===== config.mk =====
export PLATFORM = sky130hd
export DESIGN_NAME = button_short_long_press_detector
export DESIGN_NICKNAME = d
export VERILOG_FILES = /design/src/rtl/bsl_pkg.sv /design/src/rtl/bsl_in_stage.sv /design/src/rtl/bsl_press_core.sv /design/src/rtl/button_short_long_press_detector.sv
export SDC_FILE = /design/constraint.sdc
export NUM_CORES = 1
export LEC_CHECK = 0
export ABC_AREA = 1
export ABC_CLOCK_PERIOD_IN_PS = 4290
export BUFFER_PORTS_ARGS = -buffer_cell sky130_fd_sc_hd__buf_4
export CORE_UTILIZATION = 50
export CTS_CLUSTER_DIAMETER = 100
export DETAILED_ROUTE_END_ITERATION = 8
export PLACE_DENSITY = 0.69
export SLEW_MARGIN = 20
export SYNTH_ARGS = -nofsm -noshare
export SYNTH_HDL_FRONTEND = slang
export SYNTH_SLANG_ARGS = --single-unit

===== constraint.sdc =====
create_clock -name i_clk -period 4.29 [get_ports i_clk]
set_clock_uncertainty 0.2 [all_clocks]
set_input_delay 1.0725 -clock i_clk [delete_from_list [all_inputs] [get_ports i_clk]]
set_output_delay 1.0725 -clock i_clk [all_outputs]
set_load 0.02 [all_outputs]

===== src/rtl/bsl_pkg.sv =====
`default_nettype none
// ---------------------------------------------------------------------------
// Button press detector package
// Shared widths, register indexes, result codes and types.
// ---------------------------------------------------------------------------
package bsl_pkg;

    localparam int NUM_BUTTONS = 5;
    localparam int COUNT_BITS  = 12;
    localparam int REG_BITS    = 12;
    localparam int IDX_BITS    = 2;
    localparam int BTN_BITS    = 3;
    localparam int CODE_BITS   = 4;
    localparam int CMP_BITS    = (COUNT_BITS > REG_BITS) ? COUNT_BITS : REG_BITS;

    localparam logic [COUNT_BITS-1:0] CNT_MAX = {COUNT_BITS{1'b1}};

    localparam logic [IDX_BITS-1:0] REG_SHORT_TICKS   = 2'd0;
    localparam logic [IDX_BITS-1:0] REG_LONG_TICKS    = 2'd1;
    localparam logic [IDX_BITS-1:0] REG_RELEASE_TICKS = 2'd2;

    localparam logic [REG_BITS-1:0] RST_SHORT_TICKS   = 12'd3;
    localparam logic [REG_BITS-1:0] RST_LONG_TICKS    = 12'd200;
    localparam logic [REG_BITS-1:0] RST_RELEASE_TICKS = 12'd3;

    localparam logic [CODE_BITS-1:0] CODE_NONE     = 4'd0;
    localparam logic [CODE_BITS-1:0] CODE_LONG_OFS = 4'd5;
    localparam logic [BTN_BITS-1:0]  BTN_NONE      = 3'd0;

    typedef logic [NUM_BUTTONS-1:0] t_levels;

    typedef struct packed {
        logic [REG_BITS-1:0] short_ticks;
        logic [REG_BITS-1:0] long_ticks;
        logic [REG_BITS-1:0] release_ticks;
    } t_cfg;

    typedef struct packed {
        logic [CODE_BITS-1:0] click_code;
        logic [BTN_BITS-1:0]  active_button;
    } t_result;

endpackage
`default_nettype wire


===== src/rtl/bsl_in_stage.sv =====
`default_nettype none
// ---------------------------------------------------------------------------
// Input stage
// Registers one request of button levels and tracks its valid flag.
// ---------------------------------------------------------------------------
module bsl_in_stage
    import bsl_pkg::*;
(
    input  wire logic    i_clk,
    input  wire logic    i_rst_n,
    input  wire logic    i_valid,
    input  wire t_levels i_levels,
    input  wire logic    i_advance,
    output logic         o_ready,
    output logic         o_valid,
    output t_levels      o_levels
);

    logic    r_valid;
    t_levels r_levels;
    logic    w_load;

    assign o_ready  = !r_valid || i_advance;
    assign w_load   = i_valid && o_ready;
    assign o_valid  = r_valid;
    assign o_levels = r_levels;

    always_ff @(posedge i_clk) begin
        if (!i_rst_n) begin
            r_valid <= 1'b0;
        end else if (w_load) begin
            r_valid <= 1'b1;
        end else if (i_advance) begin
            r_valid <= 1'b0;
        end
    end

    always_ff @(posedge i_clk) begin
        if (w_load) begin
            r_levels <= i_levels;
        end
    end

endmodule
`default_nettype wire


===== src/rtl/bsl_press_core.sv =====
`default_nettype none
// ---------------------------------------------------------------------------
// Press tracking core
// Holds the per-button counters and the tracked button, and works out one
// scan tick in combinational next-state logic.
// ---------------------------------------------------------------------------
module bsl_press_core
    import bsl_pkg::*;
(
    input  wire logic    i_clk,
    input  wire logic    i_rst_n,
    input  wire logic    i_en,
    input  wire t_levels i_levels,
    input  wire t_cfg    i_cfg,
    output t_result      o_result
);

    logic [COUNT_BITS-1:0] r_press [NUM_BUTTONS];
    logic [COUNT_BITS-1:0] r_rel   [NUM_BUTTONS];
    logic [COUNT_BITS-1:0] n_press [NUM_BUTTONS];
    logic [COUNT_BITS-1:0] n_rel   [NUM_BUTTONS];
    logic [BTN_BITS-1:0]   r_track;
    logic [BTN_BITS-1:0]   n_track;
    logic                  r_short_seen;
    logic                  n_short_seen;
    logic                  r_long_seen;
    logic                  n_long_seen;

    logic [NUM_BUTTONS:0]  w_below;
    logic [BTN_BITS-1:0]   w_trk;
    logic [COUNT_BITS-1:0] w_pc_sel;
    logic [COUNT_BITS-1:0] w_rc_sel;
    logic [COUNT_BITS-1:0] w_hold;
    logic                  w_hit_long;
    logic                  w_hit_short;
    logic                  w_hit_end;
    logic [CODE_BITS-1:0]  w_code;

    function automatic logic [COUNT_BITS-1:0] sat_inc(input logic [COUNT_BITS-1:0] v);
        return (v == CNT_MAX) ? CNT_MAX : v + 1'b1;
    endfunction

    always_comb begin
        w_below[0] = 1'b0;
        w_trk      = r_track;
        for (int b = 0; b < NUM_BUTTONS; b++) begin
            w_below[b+1] = w_below[b] | i_levels[b];
            n_press[b]   = r_press[b];
            n_rel[b]     = r_rel[b];
            if (i_levels[b]) begin
                n_rel[b]   = '0;
                n_press[b] = sat_inc(r_press[b]);
                w_trk      = BTN_BITS'(b + 1);
            end else if (r_track == BTN_BITS'(b + 1) && !w_below[b]) begin
                n_press[b] = '0;
                n_rel[b]   = sat_inc(r_rel[b]);
            end
        end

        w_pc_sel = '0;
        w_rc_sel = '0;
        for (int b = 0; b < NUM_BUTTONS; b++) begin
            if (w_trk == BTN_BITS'(b + 1)) begin
                w_pc_sel = n_press[b];
                w_rc_sel = n_rel[b];
            end
        end

        w_hold = (CMP_BITS'(i_cfg.long_ticks) > CMP_BITS'(CNT_MAX)) ?
                 CNT_MAX : COUNT_BITS'(i_cfg.long_ticks);
        w_hit_long  = (w_trk != BTN_NONE) &&
                      (CMP_BITS'(w_pc_sel) > CMP_BITS'(i_cfg.long_ticks));
        w_hit_short = (w_trk != BTN_NONE) && !w_hit_long &&
                      (CMP_BITS'(w_pc_sel) > CMP_BITS'(i_cfg.short_ticks));
        w_hit_end   = (w_trk != BTN_NONE) &&
                      (CMP_BITS'(w_rc_sel) > CMP_BITS'(i_cfg.release_ticks));

        w_code       = CODE_NONE;
        n_long_seen  = r_long_seen;
        n_short_seen = r_short_seen;
        n_track      = w_trk;
        if (w_hit_long) begin
            if (!r_long_seen) begin
                w_code = CODE_BITS'(w_trk) + CODE_LONG_OFS;
            end
            n_long_seen = 1'b1;
        end else if (w_hit_short) begin
            if (!r_short_seen) begin
                w_code = CODE_BITS'(w_trk);
            end
            n_short_seen = 1'b1;
        end
        if (w_hit_end) begin
            n_track      = BTN_NONE;
            n_short_seen = 1'b0;
            n_long_seen  = 1'b0;
        end

        for (int b = 0; b < NUM_BUTTONS; b++) begin
            if (w_trk == BTN_BITS'(b + 1)) begin
                if (w_hit_long) begin
                    n_press[b] = w_hold;
                end
                if (w_hit_end) begin
                    n_rel[b] = '0;
                end
            end
        end
    end

    assign o_result.click_code    = w_code;
    assign o_result.active_button = n_track;

    always_ff @(posedge i_clk) begin
        if (!i_rst_n) begin
            for (int b = 0; b < NUM_BUTTONS; b++) begin
                r_press[b] <= '0;
                r_rel[b]   <= '0;
            end
            r_track      <= BTN_NONE;
            r_short_seen <= 1'b0;
            r_long_seen  <= 1'b0;
        end else if (i_en) begin
            for (int b = 0; b < NUM_BUTTONS; b++) begin
                r_press[b] <= n_press[b];
                r_rel[b]   <= n_rel[b];
            end
            r_track      <= n_track;
            r_short_seen <= n_short_seen;
            r_long_seen  <= n_long_seen;
        end
    end

endmodule
`default_nettype wire


===== src/rtl/button_short_long_press_detector.sv =====
`default_nettype none
// The result register is loaded from the input register when its request advances;
// one request per cycle while the result register is empty or being read. The whole
// counter update for a tick is done combinationally between the two registers.
// Reset (synchronous, active low) clears all counters, the tracked button and
// both press flags, and loads the thresholds with their default values.
// ---------------------------------------------------------------------------
// Button short/long press detector
// Tracks five buttons per scan tick and reports short and long presses.
// ---------------------------------------------------------------------------
module button_short_long_press_detector
    import bsl_pkg::*;
(
    input  wire logic                 i_clk,
    input  wire logic                 i_rst_n,
    input  wire logic                 i_valid,
    output logic                      o_ready,
    input  wire logic                 i_hour_level,
    input  wire logic                 i_up_level,
    input  wire logic                 i_down_level,
    input  wire logic                 i_select_level,
    input  wire logic                 i_clear_level,
    output logic                      o_valid,
    input  wire logic                 i_ready,
    output logic [CODE_BITS-1:0]      o_click_code,
    output logic [BTN_BITS-1:0]       o_active_button,
    input  wire logic                 i_cfg_we,
    input  wire logic [IDX_BITS-1:0]  i_cfg_index,
    input  wire logic [REG_BITS-1:0]  i_cfg_wdata
);

    t_cfg    r_cfg;
    t_levels w_levels;
    t_levels w_st_levels;
    logic    w_st_valid;
    logic    w_advance;
    t_result w_result;
    t_result r_result;
    logic    r_out_valid;

    assign w_levels = {i_clear_level, i_select_level, i_down_level, i_up_level,
                       i_hour_level};

    always_ff @(posedge i_clk) begin
        if (!i_rst_n) begin
            r_cfg.short_ticks   <= RST_SHORT_TICKS;
            r_cfg.long_ticks    <= RST_LONG_TICKS;
            r_cfg.release_ticks <= RST_RELEASE_TICKS;
        end else if (i_cfg_we) begin
            case (i_cfg_index)
                REG_SHORT_TICKS: begin
                    r_cfg.short_ticks <= i_cfg_wdata;
                end
                REG_LONG_TICKS: begin
                    r_cfg.long_ticks <= i_cfg_wdata;
                end
                REG_RELEASE_TICKS: begin
                    r_cfg.release_ticks <= i_cfg_wdata;
                end
                default: begin
                end
            endcase
        end
    end

    assign w_advance = w_st_valid && (!r_out_valid || i_ready);

    bsl_in_stage u_in_stage (
        .i_clk     (i_clk),
        .i_rst_n   (i_rst_n),
        .i_valid   (i_valid),
        .i_levels  (w_levels),
        .i_advance (w_advance),
        .o_ready   (o_ready),
        .o_valid   (w_st_valid),
        .o_levels  (w_st_levels)
    );

    bsl_press_core u_core (
        .i_clk    (i_clk),
        .i_rst_n  (i_rst_n),
        .i_en     (w_advance),
        .i_levels (w_st_levels),
        .i_cfg    (r_cfg),
        .o_result (w_result)
    );

    always_ff @(posedge i_clk) begin
        if (!i_rst_n) begin
            r_out_valid <= 1'b0;
        end else if (w_advance) begin
            r_out_valid <= 1'b1;
        end else if (i_ready) begin
            r_out_valid <= 1'b0;
        end
    end

    always_ff @(posedge i_clk) begin
        if (w_advance) begin
            r_result <= w_result;
        end
    end

    assign o_valid         = r_out_valid;
    assign o_click_code    = r_result.click_code;
    assign o_active_button = r_result.active_button;

    // A reported press always belongs to the button that is still tracked.
    a_code_matches_button: assert property (@(posedge i_clk) disable iff (!i_rst_n)
        (o_valid && o_click_code != CODE_NONE) |->
        (o_click_code == CODE_BITS'(o_active_button) ||
         o_click_code == CODE_BITS'(o_active_button) + CODE_LONG_OFS))
        else $error("click code does not match the active button");

    // With the result register empty, the input side never stalls.
    a_ready_when_empty: assert property (@(posedge i_clk) disable iff (!i_rst_n)
        !o_valid |-> o_ready)
        else $error("input stalled while the result register is empty");

    // The tracked button is always one of the five buttons or none.
    a_button_range: assert property (@(posedge i_clk) disable iff (!i_rst_n)
        o_valid |-> (o_active_button <= 3'd5))
        else $error("active button out of range");

endmodule
`default_nettype wire

Word level (Yosys, flattened, before mapping)
Memory sizes are Yosys's and may differ from the RTL's.
Cells that the tools add are included.
W data, S select, Z words.
{"block": "totals", "reg_bits": 55, "ramBits": 120, "input_bits": 24, "out_inout_bits": 9, "elab_cells": 188, "mem_count": 2}
{"name": "u_core.r_press", "depth": 5, "width": 12, "read_ports": 5, "rd_ports_with_merged_regs": 0, "write_ports": 5, "line": "bsl_press_core.sv:18", "source": "logic [COUNT_BITS-1:0] r_press [NUM_BUTTONS];"}
{"name": "u_core.r_rel", "depth": 5, "width": 12, "read_ports": 5, "rd_ports_with_merged_regs": 0, "write_ports": 5, "line": "bsl_press_core.sv:19", "source": "logic [COUNT_BITS-1:0] r_rel [NUM_BUTTONS];"}
{"block": "op_classes", "add_sub_neg": 11, "order_cmp": 4, "n_eq_ne": 23, "n_mux": 94, "bitwise": 13, "n_reduce_logical": 30}
{"cell": "$mux W12", "n": 71}
{"cell": "$add A12 B1 Y12 const B", "n": 10}
{"cell": "$eq A12 B12 Y1 const B", "n": 10}
{"cell": "$gt A12 B12 Y1", "n": 3}
{"cell": "$mux W3", "n": 7}
{"cell": "$mux W1", "n": 13}
{"cell": "$or A1 B1 Y1", "n": 13}
{"cell": "$eq A3 B2 Y1 const B", "n": 4}
{"cell": "$eq A3 B3 Y1 const B", "n": 4}
{"cell": "$gt A12 B12 Y1 const B", "n": 1}
{"cell": "$mux W4", "n": 3}
{"cell": "$logic_and A1 B1 Y1", "n": 10}
{"cell": "$reduce_and A2 Y1", "n": 4}
{"cell": "$reduce_bool A2 Y1", "n": 4}
{"cell": "$logic_not A1 Y1", "n": 7}
{"cell": "$eq A3 B1 Y1 const B", "n": 2}
{"cell": "$add A3 B3 Y4 const B", "n": 1}
{"cell": "$reduce_and A3 Y1", "n": 1}
{"cell": "$reduce_bool A3 Y1", "n": 1}
{"cell": "$eq A2 B1 Y1 const B", "n": 1}
{"cell": "$eq A2 B2 Y1 const B", "n": 1}
{"cell": "$logic_not A2 Y1", "n": 1}
{"cell": "$logic_or A1 B1 Y1", "n": 2}
{"cell": "$ne A2 B2 Y1 const B", "n": 1}

Depth between registers and ports, before layout
{"block": "depth", "word_depth": 19, "depth_mapped": 28, "ltp_nobuf": 26}

Modules after synthesis
From an unflattened synthesis, not the netlist that was laid out.
{"block": "unflattened", "hier_cells": 2012, "hier_area_um2": 13460.4}
{"module": "bsl_press_core", "instances": 1, "cells_per_inst": 1764, "area_per_inst_um2": 11474.8, "seq_area_each_um2": 3703.6}
{"module": "button_short_long_press_detector", "instances": 1, "cells_per_inst": 236, "area_per_inst_um2": 1784.2, "seq_area_each_um2": 950.9}
{"module": "bsl_in_stage", "instances": 1, "cells_per_inst": 12, "area_per_inst_um2": 201.4, "seq_area_each_um2": 170.2}

Worst setup path after synthesis
OpenSTA, ideal clock, no wires.
{"block": "synth_path", "path_type": "input -> register", "start": "in i_ready", "end": "reg u_core.r_long_seen", "setup_ns": 0.116, "arrival_ns": 4.312, "t_required_ns": 3.974, "setup_slack_ns": -0.338, "cell_stages": 7, "n_path_buf": 0, "path_cell_list": "inv_1 -> nand2_1 -> nand2_1 -> nand2_1 -> nand2_1 -> o21ai_0 -> inv_1"}
{"block": "synth_between", "elab_chain_cells": 3}
{"item": "from (decl)", "line": "button_short_long_press_detector.sv:24", "source": "input wire logic i_ready,"}
{"item": "$logic_or A1 B1 Y1", "line": "button_short_long_press_detector.sv:66", "source": "assign w_advance = w_st_valid && (!r_out_valid || i_ready);"}
{"item": "$logic_and A1 B1 Y1", "line": "button_short_long_press_detector.sv:66"}
{"item": "$reduce_and A2 Y1 (no source line)"}
{"item": "to (signal assigned)", "line": "bsl_press_core.sv:130", "source": "r_long_seen <= n_long_seen;"}
{"item": "to (decl)", "line": "bsl_press_core.sv:26", "source": "logic r_long_seen;"}
Every way passes these cells.
A chain may end at the register's enable or synchronous reset.

==> metrics list <==
* First-pass iteration count of the detailed router: 6
- Total negative setup slack: 0 ns
- The total count of max-transition violations in the final report is 0.
* Kind of end point of the critical path: register
- DP Worst Slack: -0.0585 ns
- Cell types occupying the most area after synthesis: edfxtp_1, nand2_1, nand3_1
- Clock tree synthesis found a total of 175 sinks.
- In this run the worst hold path is classified as register to register.
* Sw Ratio: 0.323
- Entering global routing, the biggest net connects 58 pins.
* Clock-pin slew of the registers on the worst-case setup and hold paths: 0.07 ns
- Detail Placement HPWL: 30.6 mm
* Worst rel slew slack: 0.473
* Total standard cell area after synthesis: 0.0131 sq mm
* Status: complete, no violations
- Share of layout cells above drive strength 1: 0.154
- Placement row count: 58
- The share of total power dissipated in sequential elements is 0.429.
* Critical Setup Path Class: register to register
- The number of global-route vias before repair was 11.8k.
- For the worst setup path, the data arrival time is 4.21 ns.
- After technology mapping, the gate count stands at 1846.
* Share of synthesized area occupied by flip-flops and latches: 0.368
* Finished layout cell area: 0.0155 sq mm
* # Max-Cap Violations: 0
- Measured in cells, the most critical reg-to-reg path has a length of 27.
- Dividing total power by cell area gives a power density of 310 mW/mm^2.
* Switching Power: 1.56 mW
- In this run the vertical extent of the chip is 164 microns.
* Final Cycle Share: 0.987
- Number of H-tree branching levels: 4
- edfxtp_1 takes more of the synthesized area than any other cell.
- At the worst endpoint, the required time is 4.27 ns.
* Number of placed cells counting well taps: 2243
- After synthesis, the most frequently instantiated cells are nand2_1, inv_1, nand3_1.
- Slew at the pin closest to its max-slew limit: 0.784 ns
- Overflow left after global routing: 0
* Launching point of the worst reg2reg path: u_in_stage.o_levels[0]
- Wire length per cell: 18.1 microns
- Summing all placed instances gives a cell area of 0.0143 sq mm.
- Number of fillers in the final layout: 2254
* GRT Resource Usage Total: 0.308
- TritonCTS clock tree: yes
* Worst IR Drop VDD: 0.279 mV
- Excluding fillers, the count of instances in the completed layout stands at 2295.
- Number of enable flip-flop cells after synthesis: 132
- Total Die Area: 0.0269 sq mm
- Distinct cell type count after synthesis: 48
- The number of nets handed over by synthesis was 1921.
- Wires add up to 41.6 mm.
- Destination of the worst register-to-register timing path: u_core.r_press[0][31]
* Number of CTS-inserted buffers: 17
- Beginning of the worst hold path: r_cfg[33]
- The path with the worst hold slack has its endpoint at r_cfg[33].
- First-pass GRT wire length: 63.1 mm
* Mean Syn Cell Area: 7.11 sq um
- Area growth from synthesis to layout: 18.4%
* FF-to-FF setup slack: 0.06 ns
- Maximum count of clock buffers along a single path: 2
- Core Region: 0.0255 sq mm
- Net count reported at finish: 2027
* Count of endpoints failing setup in the final report: 0
- The number of antenna violations at the first check in global routing was 0.
- Cts hold-fix bufs: 0
* Remaining DRCs: 0
- Fmax: 236 MHz
- Buffer cell driving the clock tree root: clkbuf_16
* Relative contribution of combinational cells to total power: 0.236
- Count of state elements after synthesis: 175
- Area share of the leading cell type in the synthesized netlist: 0.302
* Initial drt markers: 1568
- For this run, the leading register cell type out of synthesis is edfxtp_1.
- The detailed router placed 13.4k vias in this run.
- The initial utilization of the core area, before any placement, comes to 0.515.
- Biggest fanout along the worst timing path: 23
- Ant. Diodes: 0
- Maximum cell stage delay along the critical path: 0.48 ns
* IO buf count: 32
* Part of the total power dissipated in the clock network: 0.336
- STA classifies the critical path startpoint as a register.
- Final hold violations: 0
- Post-synthesis async set-or-reset flop share: 0
* Horizontal extent of the die: 164 microns
* Antenna-violating nets left: 0
- Reported leakage power: 6.46 nW
- Number of ports placed on the die boundary: 33
- Worst path slowest cell: edfxtp_1
- nand2_1 is the most common cell in the netlist.
- Internal power comes to 3.27 mW.
- Weighted congestion reported at the end of routability-driven placement: 0.989
- The worst path needs 4.23 ns of the cycle, external delays included.
- The later pin in the worst-skew pair is clocked with a latency of 0.45 ns.
* Unrepaired setup endpoints after global routing: true
- The worst path meets setup with 0.0557 ns of slack.
* Count of synthesis-stage warnings from yosys: 0
- Dividing the detail-routed via count by the number of cells gives 5.84.
- Worst hold path cell count: 2
critical path: cells and delay by family, from the launching register on:
| kind | cells | cell delay (ns) |
|---|---|---|
| AOI/OAI and AO/OA | 6 | 0.92 |
| DFF | 1 | 0.48 |
| buffers and inverters | 7 | 0.74 |
| adders and majority gates | 2 | 0.38 |
| and+or+nand+nor | 12 | 1.22 |
cells by family after synthesis:
family | after synthesis | share of synthesized area
AOI/OAI and AO/OA | 385 | 0.157
xor gates and xnor gates | 46 | 0.0307
adders and majority gates | 51 | 0.0486
DFF | 175 | 0.368
and+or+nand+nor | 904 | 0.305
buffers and inverters | 285 | 0.0911
worst max path at each step:
stage | slack, ns | endpoint | depth (start not counted) | start
floorplan | 0.16 | u_core.r_press[0][34] | 24 | u_in_stage.o_levels[0]
global placement | -0.03 | u_core.r_press[0][16] | 26 | u_in_stage.o_levels[0]
detailed placement | -0.06 | u_core.r_press[0][16] | 26 | u_in_stage.o_levels[0]
CTS | 0.05 | u_core.r_press[0][11] | 26 | u_in_stage.o_levels[0]
global route | -0.14 | u_core.r_press[0][31] | 28 | u_in_stage.o_levels[0]
finish | 0.06 | u_core.r_press[0][31] | 27 | u_in_stage.o_levels[0]
layer usage:
metal / part of all wire / track usage
met5: 0 / 0
met4: 0.042 / 0.141
met3: 0.081 / 0.0424
met2: 0.45 / 0.487
met1: 0.42 / 0.417
per-stage QoR:
stage / total power, mW / hold slack [ns] / util
after floorplan: 2.71 / 0.235 / -
after global placement: 3.09 / 0.246 / 0.561
after detailed placement: 3.11 / 0.253 / 0.561
after CTS: 4.72 / 0.266 / 0.586
after global routing: 5.02 / 0.282 / 0.610
final: 4.82 / 0.262 / 0.610
power groups by stage:
stage	combinational, mW	clock (mW)	sequential (mW)
3_5_place_dp	1.01	0	2.10
5_1_grt	1.24	1.70	2.08
6_report	1.14	1.62	2.07
3_3_place_gp	0.996	0	2.10
2_1_floorplan	0.639	0	2.07
4_1_cts	1.02	1.63	2.06
state kept, by name (all words and copies together), names as in the netlist:
| name | count |
|---|---|
| u_in_stage.o_levels | 5 |
| o_active_button | 3 |
| r_cfg | 36 |
| u_core.r_track | 3 |
| u_core.r_press | 60 |
| u_core.r_long_seen | 1 |
| o_valid | 1 |
| u_core.r_rel | 60 |
| u_in_stage.o_valid | 1 |
| o_click_code | 4 |
| u_core.r_short_seen | 1 |
placed cells by master (no fill, tap or decap), types with 6 or more instances in the layout:
master / Yosys / routed
nand2_1: 407 / 394
inv_1: 200 / 194
nor2_1: 185 / 181
nand3_1: 189 / 180
o21ai_0: 183 / 148
buf_4: 5 / 132
edfxtp_1: 132 / 132
a21oi_1: 141 / 130
nand4_1: 56 / 56
ha_1: 51 / 44
dfxtp_1: 43 / 43
o21ai_1: 9 / 38
xor2_1: 31 / 31
o211ai_1: 28 / 28
clkbuf_16: 0 / 22
nor3_1: 24 / 21
xnor2_1: 15 / 15
nand2_2: 2 / 13
buf_6: 3 / 13
a21oi_2: 1 / 12
nand3_2: 2 / 11
buf_12: 0 / 11
or2_2: 10 / 10
inv_4: 1 / 8
nor2_2: 9 / 8
nor2_4: 3 / 8
nand3b_1: 7 / 7
inv_2: 7 / 6
final cells by class:
class / count / area (sq um) / share of cell area
inverters: 210 / 820 / 0.0527
multi-input cells: 1386 / 7400 / 0.476
clock buffers: 20 / 480 / 0.0309
clock inverters: 12 / 124 / 0.00797
flip-flops and latches: 175 / 4820 / 0.310
repair buffers: 162 / 1480 / 0.0951
well taps: 330 / 413 / 0.0266
timing repair:
item	in CTS	in global routing
endpoints found under the setup margin	49	132
pin swaps	0	37
cloned	0	4
gates resized for setup	5	138
setup buffers	0	16
(Power assumes the default switching activity.)
